### src/hw/rtl/alpha_beta_tracking_filter_top_macros.svh
// Assertion macros for the alpha-beta tracking filter.
// Needs nothing else; included by the files that carry assertions.
`ifndef ALPHA_BETA_TRACKING_FILTER_TOP_MACROS_SVH
`define ALPHA_BETA_TRACKING_FILTER_TOP_MACROS_SVH

// Same-cycle implication, off while reset is asserted
`define ABF_ASSERT_NOW(label, clk, rst_n, ante, cons, msg) \
	label: assert property (@(posedge clk) disable iff (!rst_n) (ante) |-> (cons)) \
		else $error(msg);

// Next-cycle implication, off while reset is asserted
`define ABF_ASSERT_NEXT(label, clk, rst_n, ante, cons, msg) \
	label: assert property (@(posedge clk) disable iff (!rst_n) (ante) |=> (cons)) \
		else $error(msg);

`endif

### src/hw/rtl/abf_pkg.sv
// Shared types and constants for the alpha-beta tracking filter.
// No dependencies; used by the serial units and the top level.
package abf_pkg;

	// Status of a bit-serial unit: busy while stepping, done for one cycle after
	typedef struct packed {
		logic busy;
		logic done;
	} unit_stat_t;

	// Operation codes on the mode field
	localparam logic [1:0] MODE_UPDATE  = 2'd0;
	localparam logic [1:0] MODE_PREDICT = 2'd1;
	localparam logic [1:0] MODE_RESET   = 2'd2;

	// Configuration register indexes
	localparam logic [0:0] CFG_ALPHA = 1'b0;
	localparam logic [0:0] CFG_BETA  = 1'b1;

	// Field and datapath widths
	localparam int POS_W     = 32;
	localparam int VEL_W     = 48;
	localparam int DT_W      = 16;
	localparam int GAIN_W    = 17;
	localparam int DT_FRAC   = 16;
	localparam int GAIN_FRAC = 16;
	localparam int PROD_W    = VEL_W + DT_W;          // v * dt
	localparam int RND_W     = PROD_W - DT_FRAC;      // rounded v * dt
	localparam int RES_W     = POS_W + 1;             // residual
	localparam int GPROD_W   = RES_W + GAIN_W;        // gain * residual
	localparam int CORR_W    = GPROD_W - GAIN_FRAC;   // rounded alpha * residual
	localparam int MAG_W     = POS_W + GAIN_FRAC;     // |beta * residual|
	localparam int NUM_W     = MAG_W + 1;             // dividend with rounding term
	localparam int DQ_W      = NUM_W + 1;             // signed velocity step
	localparam int PSUM_W    = 50;                    // position sums before clamping
	localparam int VSUM_W    = DQ_W + 1;              // velocity sum before clamping
	localparam int CFG_W     = GAIN_W;

	localparam logic [GAIN_W-1:0] GAIN_ONE = GAIN_W'(65536);
	localparam logic [GAIN_W-1:0] ALPHA_RST = GAIN_W'(32768);
	localparam logic [GAIN_W-1:0] BETA_RST  = GAIN_W'(16384);

endpackage

### src/hw/rtl/abf_ser_mul.sv
// Bit-serial shift-add multiplier: signed multiplicand, unsigned multiplier.
// One multiplier bit per cycle, LSB first; uses abf_pkg for its status type.
module abf_ser_mul #(
	parameter int A_WIDTH = 48,
	parameter int B_WIDTH = 16
) (
	input  logic                        clk,
	input  logic                        arst_n,
	input  logic                        start,
	input  logic [A_WIDTH-1:0]          mcand,
	input  logic [B_WIDTH-1:0]          mplier,
	output logic [A_WIDTH+B_WIDTH-1:0]  product,
	output abf_pkg::unit_stat_t         stat
);

	localparam int P_W   = A_WIDTH + B_WIDTH;
	localparam int CNT_W = $clog2(B_WIDTH + 1);

	logic [P_W-1:0]     acc_q;
	logic [A_WIDTH-1:0] mcand_q;
	logic [CNT_W-1:0]   cnt_q;
	logic               busy_q;
	logic               done_q;
	logic [A_WIDTH:0]   sum;

	// upper A_WIDTH bits plus multiplicand when the current multiplier bit is set
	always_comb begin
		sum = {acc_q[P_W-1], acc_q[P_W-1:B_WIDTH]}
			+ (acc_q[0] ? {mcand_q[A_WIDTH-1], mcand_q} : {(A_WIDTH+1){1'b0}});
	end

	// step counter and status
	always_ff @(posedge clk or negedge arst_n) begin
		if (!arst_n) begin
			cnt_q  <= '0;
			busy_q <= 1'b0;
			done_q <= 1'b0;
		end else begin
			done_q <= 1'b0;
			if (start) begin
				cnt_q  <= CNT_W'(B_WIDTH);
				busy_q <= 1'b1;
			end else if (busy_q) begin
				cnt_q <= cnt_q - CNT_W'(1);
				if (cnt_q == CNT_W'(1)) begin
					busy_q <= 1'b0;
					done_q <= 1'b1;
				end
			end
		end
	end

	// accumulator: product grows in the top, multiplier bits shift out the bottom
	always_ff @(posedge clk) begin
		if (start) begin
			acc_q   <= {{A_WIDTH{1'b0}}, mplier};
			mcand_q <= mcand;
		end else if (busy_q) begin
			acc_q <= {sum, acc_q[B_WIDTH-1:1]};
		end
	end

	assign product   = acc_q;
	assign stat.busy = busy_q;
	assign stat.done = done_q;

endmodule

### src/hw/rtl/abf_ser_div.sv
// Restoring radix-2 divider, unsigned, one quotient bit per cycle.
// Uses abf_pkg for its status type. Divisor must be non-zero.
module abf_ser_div #(
	parameter int N_WIDTH = 49,
	parameter int D_WIDTH = 16
) (
	input  logic                 clk,
	input  logic                 arst_n,
	input  logic                 start,
	input  logic [N_WIDTH-1:0]   numer,
	input  logic [D_WIDTH-1:0]   denom,
	output logic [N_WIDTH-1:0]   quot,
	output abf_pkg::unit_stat_t  stat
);

	localparam int CNT_W = $clog2(N_WIDTH + 1);

	logic [D_WIDTH-1:0] rem_q;
	logic [N_WIDTH-1:0] quo_q;
	logic [D_WIDTH-1:0] den_q;
	logic [CNT_W-1:0]   cnt_q;
	logic               busy_q;
	logic               done_q;
	logic [D_WIDTH:0]   shifted;
	logic [D_WIDTH:0]   diff;
	logic               ge;

	// one trial subtract per cycle
	always_comb begin
		shifted = {rem_q, quo_q[N_WIDTH-1]};
		diff    = shifted - {1'b0, den_q};
		ge      = (shifted >= {1'b0, den_q});
	end

	// step counter and status
	always_ff @(posedge clk or negedge arst_n) begin
		if (!arst_n) begin
			cnt_q  <= '0;
			busy_q <= 1'b0;
			done_q <= 1'b0;
		end else begin
			done_q <= 1'b0;
			if (start) begin
				cnt_q  <= CNT_W'(N_WIDTH);
				busy_q <= 1'b1;
			end else if (busy_q) begin
				cnt_q <= cnt_q - CNT_W'(1);
				if (cnt_q == CNT_W'(1)) begin
					busy_q <= 1'b0;
					done_q <= 1'b1;
				end
			end
		end
	end

	// dividend bits leave at the top, quotient bits enter at the bottom
	always_ff @(posedge clk) begin
		if (start) begin
			rem_q <= '0;
			quo_q <= numer;
			den_q <= denom;
		end else if (busy_q) begin
			rem_q <= ge ? diff[D_WIDTH-1:0] : shifted[D_WIDTH-1:0];
			quo_q <= {quo_q[N_WIDTH-2:0], ge};
		end
	end

	assign quot      = quo_q;
	assign stat.busy = busy_q;
	assign stat.done = done_q;

endmodule

### src/hw/rtl/alpha_beta_tracking_filter_top.sv
// Alpha-beta tracking filter, top level: control sequencer, state and clamping.
// Depends on abf_pkg, abf_ser_mul, abf_ser_div and the assertion macro header.
//
// Input channel: in_valid/in_stall with mode, sample_value (Q16.16) and
// time_step (Q0.16 s). A word is taken when in_valid is high and in_stall low.
// Output channel: out_valid/out_stall with estimate and is_initialized; one
// result word for every input word, in order.
// Configuration: cfg_write with cfg_index (0 alpha, 1 beta) and cfg_data;
// write only while the filter is idle.
// Timing: reset and the first update after reset take 2 cycles per word;
// predict takes 20 (16 for the bit-serial v*dt multiply); a tracked update
// takes about 92: 16 for v*dt, 17 for the two gain multiplies run side by
// side, and 49 for the bit-serial divide by dt, which dominates.
// One word is in flight at a time; in_stall is high from acceptance until
// the result has moved into the output register.
// The output register holds one finished result, so the next word is taken
// while the receiver stalls; a second result waits in the sequencer until
// the output register is free.
// Reset clears position, velocity and the initialised flag, loads the
// default gains, and leaves the output channel empty.
`include "alpha_beta_tracking_filter_top_macros.svh"

module alpha_beta_tracking_filter_top (
	input  logic                             clk,
	input  logic                             arst_n,
	input  logic                             in_valid,
	output logic                             in_stall,
	input  logic [1:0]                       mode,
	input  logic signed [abf_pkg::POS_W-1:0] sample_value,
	input  logic [abf_pkg::DT_W-1:0]         time_step,
	output logic                             out_valid,
	input  logic                             out_stall,
	output logic signed [abf_pkg::POS_W-1:0] estimate,
	output logic                             is_initialized,
	input  logic                             cfg_write,
	input  logic [0:0]                       cfg_index,
	input  logic [abf_pkg::CFG_W-1:0]        cfg_data
);

	localparam int POS_W   = abf_pkg::POS_W;
	localparam int VEL_W   = abf_pkg::VEL_W;
	localparam int DT_W    = abf_pkg::DT_W;
	localparam int GAIN_W  = abf_pkg::GAIN_W;
	localparam int PROD_W  = abf_pkg::PROD_W;
	localparam int RND_W   = abf_pkg::RND_W;
	localparam int RES_W   = abf_pkg::RES_W;
	localparam int GPROD_W = abf_pkg::GPROD_W;
	localparam int CORR_W  = abf_pkg::CORR_W;
	localparam int MAG_W   = abf_pkg::MAG_W;
	localparam int NUM_W   = abf_pkg::NUM_W;
	localparam int DQ_W    = abf_pkg::DQ_W;
	localparam int PSUM_W  = abf_pkg::PSUM_W;
	localparam int VSUM_W  = abf_pkg::VSUM_W;

	localparam logic [PROD_W-1:0]  HALF_DT   = PROD_W'(1) << (abf_pkg::DT_FRAC - 1);
	localparam logic [GPROD_W-1:0] HALF_GAIN = GPROD_W'(1) << (abf_pkg::GAIN_FRAC - 1);
	localparam logic [POS_W-1:0]   POS_MAX   = {1'b0, {(POS_W-1){1'b1}}};
	localparam logic [POS_W-1:0]   POS_MIN   = {1'b1, {(POS_W-1){1'b0}}};
	localparam logic [VEL_W-1:0]   VEL_MAX   = {1'b0, {(VEL_W-1){1'b1}}};
	localparam logic [VEL_W-1:0]   VEL_MIN   = {1'b1, {(VEL_W-1){1'b0}}};

	typedef enum logic [3:0] {
		S_IDLE,
		S_MULV,
		S_PRED,
		S_RES,
		S_GMUL,
		S_CORR,
		S_DIVS,
		S_DIV,
		S_VEL,
		S_DONE
	} state_t;

	// clamp a wide position sum to the signed position range
	function automatic logic [POS_W-1:0] sat_pos(input logic [PSUM_W-1:0] a);
		logic [POS_W-1:0] r;
		if (a[PSUM_W-1:POS_W-1] == {(PSUM_W-POS_W+1){a[PSUM_W-1]}}) begin
			r = a[POS_W-1:0];
		end else begin
			r = a[PSUM_W-1] ? POS_MIN : POS_MAX;
		end
		return r;
	endfunction

	// clamp a wide velocity sum to the signed velocity range
	function automatic logic [VEL_W-1:0] sat_vel(input logic [VSUM_W-1:0] a);
		logic [VEL_W-1:0] r;
		if (a[VSUM_W-1:VEL_W-1] == {(VSUM_W-VEL_W+1){a[VSUM_W-1]}}) begin
			r = a[VEL_W-1:0];
		end else begin
			r = a[VSUM_W-1] ? VEL_MIN : VEL_MAX;
		end
		return r;
	endfunction

	state_t             state_q;
	logic [1:0]         mode_q;
	logic [POS_W-1:0]   meas_q;
	logic [DT_W-1:0]    dt_q;
	logic [POS_W-1:0]   x_q;
	logic [VEL_W-1:0]   v_q;
	logic               started_q;
	logic [RND_W-1:0]   rnd_q;
	logic [POS_W-1:0]   pred_q;
	logic [CORR_W-1:0]  corr_q;
	logic [GPROD_W-1:0] n_q;
	logic [MAG_W-1:0]   mag_q;
	logic               neg_q;
	logic [DQ_W-1:0]    dq_q;
	logic [POS_W-1:0]   res_q;
	logic               out_valid_q;
	logic [POS_W-1:0]   estimate_q;
	logic               is_init_q;
	logic [GAIN_W-1:0]  alpha_q;
	logic [GAIN_W-1:0]  beta_q;

	logic               in_acc;
	logic               need_pred;
	logic               mulv_start;
	logic               gain_start;
	logic               div_start;
	logic               out_load;
	logic [GAIN_W-1:0]  alpha_eff;
	logic [GAIN_W-1:0]  beta_eff;
	logic [RES_W-1:0]   resid;
	logic [PROD_W-1:0]  mulv_prod;
	logic [PROD_W-1:0]  mulv_rnd;
	logic [GPROD_W-1:0] mula_prod;
	logic [GPROD_W-1:0] mula_rnd;
	logic [GPROD_W-1:0] mulb_prod;
	logic [GPROD_W-1:0] n_abs;
	logic [NUM_W-1:0]   div_num;
	logic [NUM_W-1:0]   div_quot;
	logic [PSUM_W-1:0]  pred_sum;
	logic [PSUM_W-1:0]  corr_sum;
	logic [VSUM_W-1:0]  vel_sum;
	logic [POS_W-1:0]   pred_sat;
	logic [POS_W-1:0]   corr_sat;

	abf_pkg::unit_stat_t mulv_stat;
	abf_pkg::unit_stat_t mula_stat;
	abf_pkg::unit_stat_t mulb_stat;
	abf_pkg::unit_stat_t div_stat;

	// handshakes
	assign in_stall  = (state_q != S_IDLE);
	assign in_acc    = in_valid && !in_stall;
	assign out_load  = (state_q == S_DONE) && (!out_valid_q || !out_stall);
	assign out_valid = out_valid_q;
	assign estimate  = estimate_q;
	assign is_initialized = is_init_q;

	// every mode but reset and a first update needs the prediction
	assign need_pred  = !(mode == abf_pkg::MODE_RESET)
		&& !((mode == abf_pkg::MODE_UPDATE) && !started_q);
	assign mulv_start = in_acc && need_pred;
	assign gain_start = (state_q == S_RES);
	assign div_start  = (state_q == S_DIVS);

	// gains above one count as one
	assign alpha_eff = (alpha_q > abf_pkg::GAIN_ONE) ? abf_pkg::GAIN_ONE : alpha_q;
	assign beta_eff  = (beta_q > abf_pkg::GAIN_ONE) ? abf_pkg::GAIN_ONE : beta_q;

	// datapath arithmetic; each state registers the sums it needs
	always_comb begin
		resid    = {meas_q[POS_W-1], meas_q} - {pred_q[POS_W-1], pred_q};
		mulv_rnd = mulv_prod + HALF_DT;
		mula_rnd = mula_prod + HALF_GAIN;
		n_abs    = n_q[GPROD_W-1] ? (GPROD_W'(0) - n_q) : n_q;
		div_num  = {1'b0, mag_q} + NUM_W'(dt_q >> 1);
		pred_sum = {{(PSUM_W-RND_W){rnd_q[RND_W-1]}}, rnd_q}
			+ {{(PSUM_W-POS_W){x_q[POS_W-1]}}, x_q};
		corr_sum = {{(PSUM_W-CORR_W){corr_q[CORR_W-1]}}, corr_q}
			+ {{(PSUM_W-POS_W){pred_q[POS_W-1]}}, pred_q};
		vel_sum  = {{(VSUM_W-VEL_W){v_q[VEL_W-1]}}, v_q} + {dq_q[DQ_W-1], dq_q};
		pred_sat = sat_pos(pred_sum);
		corr_sat = sat_pos(corr_sum);
	end

	// v * dt
	abf_ser_mul #(
		.A_WIDTH (VEL_W),
		.B_WIDTH (DT_W)
	) u_mulv (
		.clk     (clk),
		.arst_n  (arst_n),
		.start   (mulv_start),
		.mcand   (v_q),
		.mplier  (time_step),
		.product (mulv_prod),
		.stat    (mulv_stat)
	);

	// alpha * residual
	abf_ser_mul #(
		.A_WIDTH (RES_W),
		.B_WIDTH (GAIN_W)
	) u_mula (
		.clk     (clk),
		.arst_n  (arst_n),
		.start   (gain_start),
		.mcand   (resid),
		.mplier  (alpha_eff),
		.product (mula_prod),
		.stat    (mula_stat)
	);

	// beta * residual
	abf_ser_mul #(
		.A_WIDTH (RES_W),
		.B_WIDTH (GAIN_W)
	) u_mulb (
		.clk     (clk),
		.arst_n  (arst_n),
		.start   (gain_start),
		.mcand   (resid),
		.mplier  (beta_eff),
		.product (mulb_prod),
		.stat    (mulb_stat)
	);

	// |beta * residual| / dt, rounded half away from zero
	abf_ser_div #(
		.N_WIDTH (NUM_W),
		.D_WIDTH (DT_W)
	) u_div (
		.clk    (clk),
		.arst_n (arst_n),
		.start  (div_start),
		.numer  (div_num),
		.denom  (dt_q),
		.quot   (div_quot),
		.stat   (div_stat)
	);

	// gain registers
	always_ff @(posedge clk or negedge arst_n) begin
		if (!arst_n) begin
			alpha_q <= abf_pkg::ALPHA_RST;
			beta_q  <= abf_pkg::BETA_RST;
		end else if (cfg_write) begin
			unique case (cfg_index)
				abf_pkg::CFG_ALPHA: alpha_q <= cfg_data;
				abf_pkg::CFG_BETA:  beta_q  <= cfg_data;
				default:            alpha_q <= alpha_q;
			endcase
		end
	end

	// sequencer, filter state and output word
	always_ff @(posedge clk or negedge arst_n) begin
		if (!arst_n) begin
			state_q     <= S_IDLE;
			mode_q      <= '0;
			meas_q      <= '0;
			dt_q        <= '0;
			x_q         <= '0;
			v_q         <= '0;
			started_q   <= 1'b0;
			rnd_q       <= '0;
			pred_q      <= '0;
			corr_q      <= '0;
			n_q         <= '0;
			mag_q       <= '0;
			neg_q       <= 1'b0;
			dq_q        <= '0;
			res_q       <= '0;
			out_valid_q <= 1'b0;
			estimate_q  <= '0;
			is_init_q   <= 1'b0;
		end else begin
			// output register: filled by a finished word, emptied once taken
			if (out_load) begin
				out_valid_q <= 1'b1;
			end else if (out_valid_q && !out_stall) begin
				out_valid_q <= 1'b0;
			end
			unique case (state_q)
				S_IDLE: begin
					if (in_acc) begin
						mode_q <= mode;
						meas_q <= sample_value;
						dt_q   <= time_step;
						if (need_pred) begin
							state_q <= S_MULV;
						end else begin
							// reset, or first measurement after reset
							x_q       <= sample_value;
							v_q       <= '0;
							started_q <= (mode == abf_pkg::MODE_UPDATE);
							res_q     <= sample_value;
							state_q   <= S_DONE;
						end
					end
				end
				S_MULV: begin
					if (mulv_stat.done) begin
						rnd_q   <= mulv_rnd[PROD_W-1:abf_pkg::DT_FRAC];
						state_q <= S_PRED;
					end
				end
				S_PRED: begin
					pred_q <= pred_sat;
					res_q  <= pred_sat;
					if (mode_q == abf_pkg::MODE_UPDATE) begin
						state_q <= S_RES;
					end else begin
						state_q <= S_DONE;
					end
				end
				S_RES: begin
					state_q <= S_GMUL;
				end
				S_GMUL: begin
					if (mula_stat.done) begin
						corr_q  <= mula_rnd[GPROD_W-1:abf_pkg::GAIN_FRAC];
						n_q     <= mulb_prod;
						state_q <= S_CORR;
					end
				end
				S_CORR: begin
					x_q   <= corr_sat;
					res_q <= corr_sat;
					mag_q <= n_abs[MAG_W-1:0];
					neg_q <= n_q[GPROD_W-1];
					// zero dt keeps the velocity
					if (dt_q == '0) begin
						state_q <= S_DONE;
					end else begin
						state_q <= S_DIVS;
					end
				end
				S_DIVS: begin
					state_q <= S_DIV;
				end
				S_DIV: begin
					if (div_stat.done) begin
						dq_q    <= neg_q ? (DQ_W'(0) - {1'b0, div_quot}) : {1'b0, div_quot};
						state_q <= S_VEL;
					end
				end
				S_VEL: begin
					v_q     <= sat_vel(vel_sum);
					state_q <= S_DONE;
				end
				S_DONE: begin
					if (out_load) begin
						estimate_q  <= res_q;
						is_init_q   <= started_q;
						state_q     <= S_IDLE;
					end
				end
				default: begin
					state_q <= S_IDLE;
				end
			endcase
		end
	end

	// checks on the sequencer
	`ABF_ASSERT_NOW(a_mulv_free, clk, arst_n, mulv_start, !mulv_stat.busy,
		"v*dt multiplier restarted while busy")
	`ABF_ASSERT_NOW(a_div_dt_nonzero, clk, arst_n, div_start, dt_q != '0,
		"divide started with zero dt")
	`ABF_ASSERT_NEXT(a_reset_loads, clk, arst_n, in_acc && mode == abf_pkg::MODE_RESET,
		!started_q && v_q == '0 && x_q == $past(sample_value), "reset word did not load state")
	`ABF_ASSERT_NOW(a_done_quiet, clk, arst_n, state_q == S_DONE,
		!(mulv_stat.busy || mula_stat.busy || mulb_stat.busy || div_stat.busy),
		"serial unit still busy at result")

endmodule
### config.mk
export PLATFORM = sky130hd
export DESIGN_NAME = alpha_beta_tracking_filter_top
export DESIGN_NICKNAME = d
export VERILOG_FILES = /design/src/hw/rtl/abf_pkg.sv /design/src/hw/rtl/abf_ser_mul.sv /design/src/hw/rtl/abf_ser_div.sv /design/src/hw/rtl/alpha_beta_tracking_filter_top.sv
export VERILOG_INCLUDE_DIRS = /design/src /design/src/hw/rtl
export SDC_FILE = /design/constraint.sdc
export NUM_CORES = 2
export LEC_CHECK = 0
export BUFFER_PORTS_ARGS = -buffer_cell sky130_fd_sc_hd__buf_4
export CORE_ASPECT_RATIO = 0.5
export CORE_UTILIZATION = 40
export DETAILED_ROUTE_END_ITERATION = 12
export PLACE_DENSITY = 0.62
export SYNTH_ARGS = -nofsm -noshare
export SYNTH_HDL_FRONTEND = slang
export SYNTH_SLANG_ARGS = --single-unit
export TNS_END_PERCENT = 1
### constraint.sdc
create_clock -name clk -period 4.4 [get_ports clk]
set_clock_uncertainty 0.05 [all_clocks]
set_input_delay 0.44 -clock clk [delete_from_list [all_inputs] [get_ports clk]]
set_output_delay 0.44 -clock clk [all_outputs]
set_load 0.02 [all_outputs]
==> metrics.txt <==
number of synthesized register bits=851; required arrival time at the worst endpoint=4.92 ns; relative slew slack=0.357; routed length per placed instance=21.2 µm; final cell count without fillers=7796; compound-cell area share of the yosys netlist=0.179; pwr dens=272 mW/mm²; TritonCTS clock tree=yes; final wirelength=165000 µm; total number of nets in the final design=6363; routed vias=44400; floorplan row count=93; Root Buffer=sky130_fd_sc_hd__clkbuf_16; clock sink count=851; max-cap viol count=0; critical setup path kind=reg2reg; area overhead of the layout relative to synthesis=16.3%; final RePlAce weighted congestion=0.944; Period minus WS final=4.50 ns; setup repair after global routing missed its margin=yes; final number of setup-violating endpoints=42; horizontal die dimension=515 µm; area of the die=0.133 mm²; Placement Setup Slack=-0.426 ns; type of element capturing the critical path=register; CP startpoint kind=register; first-pass GRT wire length=254000 µm; syn nets=6096; FF-to-FF Start=x_q[0]; combinational family with the most area after synthesis=compound AO/OA/AOI/OAI gates; vias in the first global route=42100; area of the core region=0.130 mm²; height of the chip=259 µm; post-route DRC violation count=0; half-perimeter wire length after placement=125000 µm; most area-hungry cell type in the Yosys netlist=sky130_fd_sc_hd__dfrtp_1; per-instance average area after synthesis=9.25 µm²; I/O Pins=108; outcome=complete, but fails checks; number of standard cells after synthesis=5693; clock input transition at the sequential cells of the worst setup and hold paths=0.07 ns; maximum number of pins on one net before global-route repair=119; Num CTS Buffers=86; PortBufs=107; leakage component of the power=27.4 nW; failing checks=negative setup slack; EDFF count, synth=196; count of H-tree levels built during CTS=3; main area contributors after synthesis=sky130_fd_sc_hd__dfrtp_1 (25%), sky130_fd_sc_hd__edfxtp_1 (11%), sky130_fd_sc_hd__ha_1 (7.6%), sky130_fd_sc_hd__dfxtp_1 (4.9%), sky130_fd_sc_hd__nand2_1 (4.9%); Total Routing Usage GR=0.244; Cell variety after synth=96; source-to-sink clock delay at the later pin of the worst-skew pair=0.72 ns; Setup TNS=-1.87 ns; fmax=222 MHz; sequential element share of the synthesized area=0.411; arrival time of the worst setup path=5.02 ns; top-area cell type share of the netlist area=0.248; share of synthesized cell area in full adder, half adder and majority cells=0.0797; type of the tightest min-delay check=in2async; Iteration-0 DRC Markers=4147; xor and xnor area share after synthesis=0.0778; Layout fillers=12200; CP startpoint=x_q[0]; ys flop type=sky130_fd_sc_hd__dfrtp_1; share of synthesized area spent on multiplexers=0.0513; first-pass iteration count of the detailed router=8; count of synthesis-stage warnings from yosys=0; global route overflow=0; worst supply voltage drop on vdd=258 µV; maximum fanout along the worst path=8; post-route setup slack=-0.100 ns; antenna violations before repair=12; core occupancy in the finished layout=0.473; worst hold margin=0.220 ns; async set-or-reset flop fraction in the synthesized netlist=0.617; part of the cycle the worst path needs=1.02; number of routed nets with antenna violations=0; effective utilization at floorplan=0.406; via density per instance=5.69; number of max-slew violations in the final report=0; Clock Path Buffers=3; leading cell type by number of instances after synthesis=sky130_fd_sc_hd__nand2_1; fraction of layout cells with a size suffix above 1=0.135; slew at the pin closest to its max-slew limit=0.965 ns; count of final hold-check violations=0; summed instance area of the synthesized netlist=0.0527 mm²; top post-synthesis cells by count=sky130_fd_sc_hd__nand2_1 (690), sky130_fd_sc_hd__dfrtp_1 (523), sky130_fd_sc_hd__o21ai_0 (478); number of instances in the placed design=7546; simple-gate portion of the synthesized area=0.171
[sequential cells by signal (all words and copies together) (netlist names), 49 cells and up]
register        flops
u_div.quot         49
n_q                49
u_mulv.product     64
dq_q               50
u_mula.product     50
u_mulb.product     50
[logic make-up after synthesis]
kind of cell | Yosys count
fa+ha+maj | 330
simple gates | 1882
mux | 249
compound gates | 1491
flops | 851
xor+xnor | 468
buf+inv | 422
[report_power, final]
part           leakage, nW  switching (mW)  internal (mW)
clock network         1.54            3.47           4.73
logic                 16.5           0.189          0.143
registers             9.37          0.0451           8.07
total                 27.4            3.71           12.9
[path summary, 6_finish.rpt]
check / endpoint / slack (ns) / depth (start not counted)
worst max-delay path: res_q[13] / -0.10 / 15
worst min-delay path: corr_q[31] / 0.22 / 2
worst max register to register: res_q[13] / -0.10 / 15
worst min register to register: u_div.rem_q[15] / 0.41 / 2
max in group asynchronous: dt_q[3] / 2.87 / 3
min in group clk: state_q[0] / 0.23 / 6
[routing by layer]
metal,wire [µm],global-route usage,part of all wire
met4,3730,0.0572,0.023
met2,65600,0.337,0.40
met5,57,0,0.00034
met1,83100,0.383,0.50
met3,12700,0.0482,0.077
[metrics by stage]
stage | area, µm² | power, mW
5_1_grt | 61300 | 17.1
6_report | 61300 | 16.7
3_5_place_dp | 56800 | 8.55
3_3_place_gp | 56800 | 8.55
4_1_cts | 60800 | 16.8
2_1_floorplan | 52700 | 8.32
[cell usage in the layout (no fill, tap or decap), drive strengths merged, types with 16 or more instances in the layout]
cell,n
a211oi,49
a21boi,16
a21o,140
a21oi,344
a22o,27
a22oi,17
a31oi,57
a41oi,23
and2,134
and3,66
buf,358
clkbuf,117
clkinv,28
dfrtp,523
dfxtp,130
dlygate4sd3,70
edfxtp,196
ha,321
inv,174
mux2,168
mux2i,81
nand2,690
nand2b,60
nand3,176
nand4,78
nor2,353
nor2b,45
nor3,97
nor4,45
o211ai,51
o21a,49
o21ai,484
o21bai,31
o31ai,55
o41ai,23
or2,21
or3,44
or4,18
xnor2,214
xor2,254
[area by class of cell]
type / count / area [µm²] / share of cell area
Tap cell: 1757 / 2200 / 0.0359
Clock buffer: 114 / 2440 / 0.0399
Clock inverter: 48 / 684 / 0.0112
Inverter: 170 / 641 / 0.0105
Sequential cell: 851 / 21600 / 0.353
Antenna cell: 5 / 12.5 / 0.000204
Timing Repair Buffer: 431 / 3710 / 0.0606
Multi-Input combinational cell: 4420 / 29900 / 0.489
[what timing repair did]
item | 4_1_cts | 5_1_grt
setup endpoints to repair | 100 | 119
pin swaps | 17 | 28
resized for setup | 41 | 65
hold endpoints to repair | 208 | 0
cloned | 1 | 3
setup buffers | 4 | 5
hold buffers | 70 | 0
[critical path, stage by stage, from the launching register on]
cell and delay [ns]:
sky130_fd_sc_hd__dfrtp_1 0.41, sky130_fd_sc_hd__ha_4 0.18, sky130_fd_sc_hd__fa_2 0.34, sky130_fd_sc_hd__a211oi_2 0.26, sky130_fd_sc_hd__o211ai_1 0.21, sky130_fd_sc_hd__and4b_2 0.31, sky130_fd_sc_hd__o31a_4 0.33, sky130_fd_sc_hd__a31oi_4 0.23
sky130_fd_sc_hd__o21ba_2 0.22, sky130_fd_sc_hd__xor2_2 0.20, sky130_fd_sc_hd__or4b_4 0.52, sky130_fd_sc_hd__a211oi_4 0.31, sky130_fd_sc_hd__buf_12 0.18, sky130_fd_sc_hd__o311a_4 0.29, sky130_fd_sc_hd__buf_16 0.16, sky130_fd_sc_hd__a41oi_2 0.12
Power figures use the tool's default switching activity.
